[config.mk]
export PLATFORM = sky130hd
export DESIGN_NAME = k_mismatch_read_locator
export DESIGN_NICKNAME = d
export VERILOG_FILES = /design/src/sv/kmrl_pkg.sv /design/src/sv/kmrl_cell.sv /design/src/sv/kmrl_chain.sv /design/src/sv/k_mismatch_read_locator.sv
export SDC_FILE = /design/constraint.sdc
export NUM_CORES = 2
export LEC_CHECK = 0
export BUFFER_PORTS_ARGS = -buffer_cell sky130_fd_sc_hd__buf_4
export CORE_MARGIN = 3
export CORE_UTILIZATION = 57
export DETAILED_ROUTE_END_ITERATION = 7
export PLACE_DENSITY = 0.87
export SETUP_SLACK_MARGIN = 0.1
export SYNTH_ARGS = -nofsm -noshare
export SYNTH_HDL_FRONTEND = slang
export SYNTH_HIERARCHICAL = 1
export SYNTH_SLANG_ARGS = --single-unit
export TNS_END_PERCENT = 100
[constraint.sdc]
create_clock -name clk_i -period 16.43 [get_ports clk_i]
set_input_delay 1.643 -clock clk_i [delete_from_list [all_inputs] [get_ports clk_i]]
set_output_delay 1.643 -clock clk_i [all_outputs]
set_load 0.01 [all_outputs]
[src/sv/kmrl_pkg.sv]
// shared types and constants of the k-mismatch read locator
`default_nettype none

package kmrl_pkg;

  localparam int READ_MAX_DEF = 128;
  localparam int POS_BITS_DEF = 24;

  localparam int SYM_W     = 8;
  localparam int CFG_W     = 8;
  localparam int RPOS_W    = 7;
  localparam int OUT_POS_W = 24;
  localparam int CNT_W     = 8;
  localparam int S_DATA_W  = 16;
  localparam int M_DATA_W  = 32;
  localparam int REQ_W     = 2;
  localparam int CFG_IDX_W = 1;

  localparam logic [CFG_W-1:0] READ_LENGTH_RST  = 8'd128;
  localparam logic [CFG_W-1:0] MAX_MISMATCH_RST = 8'd4;

  typedef enum logic [REQ_W-1:0] {
    REQ_LOAD   = 2'd0,
    REQ_REF    = 2'd1,
    REQ_FINISH = 2'd2
  } req_e;

  typedef enum logic [CFG_IDX_W-1:0] {
    REG_READ_LENGTH  = 1'b0,
    REG_MAX_MISMATCH = 1'b1
  } reg_idx_e;

  typedef enum logic [1:0] {
    ST_IDLE,
    ST_EVAL,
    ST_DRAIN,
    ST_DECIDE
  } state_e;

  typedef struct packed {
    logic shift;
    logic rotate;
    logic clear;
  } chain_ctrl_t;

endpackage

`default_nettype wire

[src/sv/kmrl_cell.sv]
// one window cell: holds a reference symbol and passes it to its neighbour
`default_nettype none

module kmrl_cell (
  input  logic                      clk_i,
  input  logic                      rst_ni,
  input  kmrl_pkg::chain_ctrl_t     ctrl_i,
  input  logic [kmrl_pkg::SYM_W-1:0] sym_i,
  output logic [kmrl_pkg::SYM_W-1:0] sym_o
);

  logic [kmrl_pkg::SYM_W-1:0] sym_q;

  always_ff @(posedge clk_i or negedge rst_ni) begin
    if (!rst_ni) begin
      sym_q <= '0;
    end else if (ctrl_i.clear) begin
      sym_q <= '0;
    end else if (ctrl_i.shift || ctrl_i.rotate) begin
      sym_q <= sym_i;
    end
  end

  assign sym_o = sym_q;

endmodule

`default_nettype wire

[src/sv/kmrl_chain.sv]
// row of window cells, newest symbol in cell 0, tail fed back when rotating
`default_nettype none

module kmrl_chain #(
  parameter int READ_MAX = kmrl_pkg::READ_MAX_DEF
) (
  input  logic                       clk_i,
  input  logic                       rst_ni,
  input  kmrl_pkg::chain_ctrl_t      ctrl_i,
  input  logic [kmrl_pkg::SYM_W-1:0] sym_i,
  output logic [kmrl_pkg::SYM_W-1:0] tail_o
);

  logic [kmrl_pkg::SYM_W-1:0] link [READ_MAX+1];

  assign link[0] = ctrl_i.rotate ? link[READ_MAX] : sym_i;

  for (genvar k = 0; k < READ_MAX; k++) begin : g_cell
    kmrl_cell u_cell (
      .clk_i  (clk_i),
      .rst_ni (rst_ni),
      .ctrl_i (ctrl_i),
      .sym_i  (link[k]),
      .sym_o  (link[k+1])
    );
  end

  assign tail_o = link[READ_MAX];

endmodule

`default_nettype wire

[src/sv/k_mismatch_read_locator.sv]
// top level of the k-mismatch read locator
// a load, finish or non-evaluating reference transfer keeps the block in the idle state
// an evaluating reference transfer enters the evaluate state: the window ring turns once
// through all READ_MAX cells while one read symbol a cycle is compared, then drain and decide
// a finish result sits in the output register the cycle after its transfer
// asynchronous active-low reset clears window, counters, best match and output valid
`default_nettype none

module k_mismatch_read_locator #(
  parameter int READ_MAX = kmrl_pkg::READ_MAX_DEF,
  parameter int POS_BITS = kmrl_pkg::POS_BITS_DEF
) (
  input  logic                            clk_i,
  input  logic                            rst_ni,
  input  logic                            s_axis_tvalid,
  output logic                            s_axis_tready,
  input  logic [kmrl_pkg::S_DATA_W-1:0]   s_axis_tdata,  // symbol, read_pos, zero pad
  input  logic [kmrl_pkg::REQ_W-1:0]      s_axis_tuser,  // req_type
  output logic                            m_axis_tvalid,
  input  logic                            m_axis_tready,
  output logic [kmrl_pkg::M_DATA_W-1:0]   m_axis_tdata,  // best_position, best_mismatches
  output logic                            m_axis_tuser,  // found
  input  logic                            cfg_valid_i,
  output logic                            cfg_ready_o,
  input  logic [kmrl_pkg::CFG_IDX_W-1:0]  cfg_index_i,
  input  logic [kmrl_pkg::CFG_W-1:0]      cfg_data_i
);

  localparam int IDX_W  = $clog2(READ_MAX);
  localparam int FILL_W = $clog2(READ_MAX + 1);
  localparam logic [POS_BITS-1:0] POS_MAX = '1;
  localparam logic [IDX_W-1:0]    STEP_LAST = IDX_W'(READ_MAX - 1);
  localparam logic [FILL_W-1:0]   FILL_FULL = FILL_W'(READ_MAX);

  kmrl_pkg::state_e state_q, state_d;
  kmrl_pkg::chain_ctrl_t ctrl;

  logic [kmrl_pkg::CFG_W-1:0] read_length_q, max_mismatch_q;
  logic [kmrl_pkg::CFG_W-1:0] eff_len;

  logic [kmrl_pkg::SYM_W-1:0]  in_sym;
  logic [kmrl_pkg::RPOS_W-1:0] in_rpos;
  logic                        s_xfer;
  logic                        is_load, is_ref, is_finish;

  logic [FILL_W-1:0]   fill_q, fill_inc;
  logic [POS_BITS-1:0] pos_q, best_start_q;
  logic [kmrl_pkg::CNT_W-1:0] best_cnt_q, miss_q;
  logic                hit_q;
  logic                counting, go_eval;

  logic [IDX_W-1:0]           step_q;
  logic                       step_act;
  logic [IDX_W-1:0]           rd_addr;
  logic [kmrl_pkg::SYM_W-1:0] tail;
  logic [kmrl_pkg::SYM_W-1:0] tap_q, rdata_q;
  logic                       act_q, pipe_q;
  logic                       better;

  logic [kmrl_pkg::SYM_W-1:0] rstore [READ_MAX];
  logic                       wr_en;

  logic                            m_valid_q, m_found_q;
  logic [kmrl_pkg::OUT_POS_W-1:0]  m_pos_q;
  logic [kmrl_pkg::CNT_W-1:0]      m_cnt_q;

  assign in_sym  = s_axis_tdata[kmrl_pkg::SYM_W-1:0];
  assign in_rpos = s_axis_tdata[kmrl_pkg::SYM_W +: kmrl_pkg::RPOS_W];

  always_comb begin
    is_load   = 1'b0;
    is_ref    = 1'b0;
    is_finish = 1'b0;
    unique case (s_axis_tuser)
      kmrl_pkg::REQ_LOAD:   is_load   = 1'b1;
      kmrl_pkg::REQ_REF:    is_ref    = 1'b1;
      kmrl_pkg::REQ_FINISH: is_finish = 1'b1;
      default: ;
    endcase
  end

  // effective read length
  always_comb begin
    priority if (read_length_q == '0) begin
      eff_len = kmrl_pkg::CFG_W'(1);
    end else if (16'(read_length_q) > 16'(READ_MAX)) begin
      eff_len = kmrl_pkg::CFG_W'(READ_MAX);
    end else begin
      eff_len = read_length_q;
    end
  end

  assign s_xfer   = s_axis_tvalid && s_axis_tready;
  assign counting = (pos_q != POS_MAX);
  assign fill_inc = (fill_q == FILL_FULL) ? fill_q : fill_q + FILL_W'(1);
  assign go_eval  = is_ref && counting && (16'(fill_inc) >= 16'(eff_len));

  // next state
  always_comb begin
    state_d = state_q;
    unique case (state_q)
      kmrl_pkg::ST_IDLE: begin
        if (s_xfer && go_eval) state_d = kmrl_pkg::ST_EVAL;
      end
      kmrl_pkg::ST_EVAL: begin
        if (step_q == STEP_LAST) state_d = kmrl_pkg::ST_DRAIN;
      end
      kmrl_pkg::ST_DRAIN:  state_d = kmrl_pkg::ST_DECIDE;
      kmrl_pkg::ST_DECIDE: state_d = kmrl_pkg::ST_IDLE;
      default:             state_d = kmrl_pkg::ST_IDLE;
    endcase
  end

  // state outputs
  always_comb begin
    s_axis_tready = 1'b0;
    ctrl          = '0;
    unique case (state_q)
      kmrl_pkg::ST_IDLE: begin
        s_axis_tready = !m_valid_q || m_axis_tready;
        ctrl.shift    = s_xfer && is_ref;
        ctrl.clear    = s_xfer && is_finish;
      end
      kmrl_pkg::ST_EVAL: ctrl.rotate = 1'b1;
      default: ;
    endcase
  end

  always_ff @(posedge clk_i or negedge rst_ni) begin
    if (!rst_ni) begin
      state_q <= kmrl_pkg::ST_IDLE;
    end else begin
      state_q <= state_d;
    end
  end

  // configuration
  assign cfg_ready_o = 1'b1;

  always_ff @(posedge clk_i or negedge rst_ni) begin
    if (!rst_ni) begin
      read_length_q  <= kmrl_pkg::READ_LENGTH_RST;
      max_mismatch_q <= kmrl_pkg::MAX_MISMATCH_RST;
    end else if (cfg_valid_i) begin
      unique case (cfg_index_i)
        kmrl_pkg::REG_READ_LENGTH:  read_length_q  <= cfg_data_i;
        kmrl_pkg::REG_MAX_MISMATCH: max_mismatch_q <= cfg_data_i;
        default: ;
      endcase
    end
  end

  kmrl_chain #(
    .READ_MAX (READ_MAX)
  ) u_chain (
    .clk_i  (clk_i),
    .rst_ni (rst_ni),
    .ctrl_i (ctrl),
    .sym_i  (in_sym),
    .tail_o (tail)
  );

  // read store
  assign wr_en    = s_xfer && is_load && (16'(in_rpos) < 16'(READ_MAX));
  assign step_act = (16'(step_q) + 16'(eff_len)) >= 16'(READ_MAX);
  assign rd_addr  = IDX_W'(16'(step_q) + 16'(eff_len) - 16'(READ_MAX));

  always_ff @(posedge clk_i) begin
    if (wr_en) begin
      rstore[IDX_W'(in_rpos)] <= in_sym;
    end
    rdata_q <= rstore[rd_addr];
    tap_q   <= tail;
  end

  // scan state and mismatch accumulation
  assign better = (miss_q <= max_mismatch_q) && (!hit_q || (miss_q < best_cnt_q));

  always_ff @(posedge clk_i or negedge rst_ni) begin
    if (!rst_ni) begin
      fill_q       <= '0;
      pos_q        <= '0;
      best_start_q <= '0;
      best_cnt_q   <= '0;
      hit_q        <= 1'b0;
      step_q       <= '0;
      miss_q       <= '0;
      act_q        <= 1'b0;
      pipe_q       <= 1'b0;
    end else begin
      pipe_q <= (state_q == kmrl_pkg::ST_EVAL);
      act_q  <= step_act;
      if (pipe_q && act_q && (rdata_q != tap_q)) begin
        miss_q <= miss_q + kmrl_pkg::CNT_W'(1);
      end
      if (state_q == kmrl_pkg::ST_EVAL) begin
        step_q <= step_q + IDX_W'(1);
      end
      if (state_q == kmrl_pkg::ST_DECIDE && better) begin
        hit_q        <= 1'b1;
        best_cnt_q   <= miss_q;
        best_start_q <= pos_q - POS_BITS'(eff_len);
      end
      if (s_xfer && is_ref) begin
        fill_q <= fill_inc;
        if (counting) pos_q <= pos_q + POS_BITS'(1);
        if (go_eval) begin
          step_q <= '0;
          miss_q <= '0;
        end
      end
      if (s_xfer && is_finish) begin
        fill_q       <= '0;
        pos_q        <= '0;
        best_start_q <= '0;
        best_cnt_q   <= '0;
        hit_q        <= 1'b0;
      end
    end
  end

  // output register
  always_ff @(posedge clk_i or negedge rst_ni) begin
    if (!rst_ni) begin
      m_valid_q <= 1'b0;
    end else if (s_xfer && is_finish) begin
      m_valid_q <= 1'b1;
    end else if (m_axis_tready) begin
      m_valid_q <= 1'b0;
    end
  end

  always_ff @(posedge clk_i) begin
    if (s_xfer && is_finish) begin
      m_found_q <= hit_q;
      m_pos_q   <= hit_q ? kmrl_pkg::OUT_POS_W'(best_start_q) : '0;
      m_cnt_q   <= hit_q ? best_cnt_q : '0;
    end
  end

  assign m_axis_tvalid = m_valid_q;
  assign m_axis_tuser  = m_found_q;
  assign m_axis_tdata  = {m_cnt_q, m_pos_q};

endmodule

`default_nettype wire

==> impl_metrics.csv <==
group,metric,value,unit
yosys,synth.distinct_cells,74,
global_routing,grt_max_degree,366,
sta,skew,35.09,ps
finish,mostFrequentLayoutCells,"1123 x dfrtp_1, 1099 x o21ai_0, 1057 x edfxtp_1, 1054 x a21oi_1, 640 x or3b_1",
setup_path,reg2reg_to,"u_chain/g_cell[85].u_cell/sym_o[7]",
sta,post-route-min-period,6885,ps
pwr,vdd_ir_drop_max,0.0001835,V
hold_path,min_path_cells,0,
sta,setup_viol,0,
global_routing,grt_pass1_wl,329.2,mm
clocking,cts-root-buf,"clkbuf_16",
clocking,cts_tree,"built",
setup_path,cp_max_fo,223,
floorplan,die_w,414.9,um
finish,synthToLayoutAreaGrowth,7.863,%
setup_path,cp.depth,10,
clocking,worstSkewPairLatency,830,ps
finish,layout-drive-gt1-share,15.69,%
setup_path,cp_cell_sequence,"inv_1, ha_1, nand4_1, inv_8, buf_4, buf_4, buf_4, buf_4, o21ai_0, a21oi_1",
sta,slew_viol_final,0,
yosys,synth_edf_count,1057,
yosys,yosys_warnings,6,
setup_path,path_delay_family,"buffers and inverters",
clocking,htreeDepth,4,
sta,fin_tns_setup,0,ps
clocking,cts_resized,0,
hold_path,min_to,"tap_q[4]",
setup_path,reg2reg_depth,10,
setup_path,r2r_slack,9540,ps
placement,io_buffers,65,
global_routing,met3_usage,4.099,%
setup_path,cp.required,17140,ps
floorplan,io_pins,68,
setup_path,cp-start-kind,"flop",
setup_path,r2r_start,"state_q[0]",
pwr,p_leak,37.75,nW
yosys,syn_area,95280,um^2
yosys,synthAdderAreaFrac,0.6723,%
global_routing,grtUsageTotal,23.64,%
yosys,synthSimpleGateAreaFrac,12.75,%
detailed_routing,dr_total_vias,59820,
finish,nets,7126,
outcome,outcome,"completed",
hold_path,min_from,"u_chain/g_cell[127].u_cell/sym_o[4]",
global_routing,busiest_layer,"met2",
sta,final_hold_viol_count,0,
clocking,postCtsSetupBuffers,0,
detailed_routing,wire_per_inst,21.92,um
setup_path,crit_top_cell,"buf_4",
setup_path,crit_type,"flop to flop",
setup_path,critPathArrivalTime,7590,ps
floorplan,fp.dieH,414.9,um
clocking,cts.reportedPaths.clkPinSlew,70,ps
yosys,yosys_most_used_dff,"dfrtp_1",
finish,final_common_cell,"dfrtp_1",
global_routing,grt_overflow,0,
sta,tightest_slew,1426,ps
yosys,syn_inst,7213,
clocking,ctsHoldBuffers,0,
sta,rsz0062_at_grt,"false",
sta,max_freq,0.1452,GHz
detailed_routing,routed_via_density,6.365,
floorplan,initial_core_util,57.56,%
sta,holdWs,401.9,ps
clocking,clkSinkCount,2198,
detailed_routing,firstDrtPassIters,6,
clocking,cts_buffers,207,
floorplan,dieArea,172100,um^2
floorplan,coreArea,165500,um^2
global_routing,first_global_vias,59030,
yosys,async_reset_ff_share,51.18,%
setup_path,crit_buf_inv,6,
pwr,power_density,152.9,nW/um^2
sta,min_period_over_period,41.91,%
yosys,synth_top_family_by_area,"simple AND/OR/NAND/NOR gates",
yosys,ys_seq_elements,2198,
finish,multi_input_area,31730,um^2
placement,hpwl,106.9,mm
setup_path,cp-end-kind,"flop",
sta,slew_headroom,4.957,%
global_routing,met2_usage,38.65,%
detailed_routing,wl,206.0,mm
setup_path,slowest_delay,920,ps
job,drv_cap,0,
detailed_routing,ant_nets,0,
yosys,synth-compound-area-share,12.40,%
finish,fill_cells,11440,
global_routing,grt_antenna_before_repair,2,
detailed_routing,drcViolationCount,0,
floorplan,rows,149,
placement,place.gp.congestion,0.8300,
yosys,synth_nets,7295,
pwr,fin_total_pwr,0.01571,W
global_routing,grtUsageMet1,30.84,%
finish,register_area,60220,um^2
clocking,cts.path.max_buffers,3,
setup_path,crit_slowest_cell,"buf_4",
detailed_routing,drt_iter0_markers,7177,
yosys,synthMuxAreaShare,6.859,%
yosys,synth.avg_cell_area,13.21,um^2
hold_path,hold_path_class,"flop to flop",
yosys,yosysSeqAreaShare,63.20,%
yosys,synth-xor-area-share,0.5515,%
-- cell type report --
type | count | area share [%]
clock inverters | 81 | 0.8291
repair buffers | 146 | 1.147
multi-input cells | 4438 | 30.88
clock buffers | 291 | 5.683
inverters | 53 | 0.2082
flip-flops and latches | 2198 | 58.59
diodes | 1 | 0.002435
well taps | 2189 | 2.665
-- cells by family after synthesis --
| logic type | after synthesis |
|---|---|
| AOI/OAI and AO/OA | 2283 |
| DFF | 2198 |
| and+or+nand+nor | 1717 |
| buffers and inverters | 577 |
| muxes | 327 |
| xor gates and xnor gates | 60 |
| adders and majority gates | 50 |
| other | 1 |
-- Yosys cell counts (all sizes together) (9+ instances only) --
library cell,n,area (um^2)
edfxtp,1057,31740
mux2i,48,480.5
nor2b,17,106.4
nor2,226,850.8
nand2,194,728.2
nand3,132,665.6
a22oi,16,120.1
ha,48,600.6
or3b,1024,8969
clkbuf,86,332.8
o21ai,1101,5510
buf,437,2856
mux2,23,289.0
o21a,12,90.09
a21oi,1054,5275
inv,52,195.2
nor3,20,111.4
dfrtp,1123,28100
nand4,22,137.6
dfxtp,16,320.3
or3,9,62.56
and4,11,96.34
xor2,25,219.0
xnor2,35,306.5
o31ai,10,75.07
and2,29,181.4
a32oi,32,280.3
a2111oi,9,85.08
mux4,256,5766
-- flip-flops by register name (all words and copies together) (netlist names) --
name,cells
act_q,1
state_q,2
m_axis_tuser,1
m_cnt_q,8
miss_q,8
m_pos_q,24
step_q,7
max_mismatch_q,8
u_chain/g_cell.u_cell/sym_o,1024
rstore,1024
fill_q,8
tap_q,8
m_axis_tvalid,1
best_start_q,24
rdata_q,8
pipe_q,1
pos_q,24
hit_q,1
read_length_q,8
best_cnt_q,8
-- how the worst max path moves through the flow --
stage                          from                            endpoint  slack [ps]
floorplan                state_q[1]   u_chain/g_cell[0].u_cell/sym_o[4]        2030
global placement    s_axis_tuser[1]  u_chain/g_cell[84].u_cell/sym_o[7]        9240
detailed placement    m_axis_tready  u_chain/g_cell[55].u_cell/sym_o[3]        8880
CTS                      state_q[0]  u_chain/g_cell[52].u_cell/sym_o[7]        9620
global route             state_q[0]  u_chain/g_cell[52].u_cell/sym_o[7]        8920
finish                   state_q[0]  u_chain/g_cell[85].u_cell/sym_o[7]        9540
-- power breakdown --
part	internal, W	switching (W)
Clock	0.00268	0.00206
Combinational	0.00166	0.00311
Sequential	0.00604	0.000169
Total	0.0104	0.00533
-- through the flow --
| stage | worst slack [ps] | utilization [%] | std cells | area (um^2) |
|---|---|---|---|---|
| after global placement | 9239 | 58.04 | 9024 | 96080 |
| final | 9545 | 62.08 | 9397 | 102800 |
| after global routing | 8924 | 62.08 | 9396 | 102800 |
| after detailed placement | 8883 | 58.04 | 9024 | 96080 |
| after floorplan | 2032 | - | 7213 | 95280 |
| after CTS | 9624 | 62.08 | 9396 | 102800 |
-- per-layer routing --
metal  share of wire (%)  vias to the layer above  wire, um
met5              0.0063                        -        13
met4                 5.1                        2     10570
met3                 7.4                      736     15310
met2                  49                     2597    101800
met1                  38                    29540     78290
li1                    -                    26940         -
Note: power is estimated with default switching activity, not from simulation.
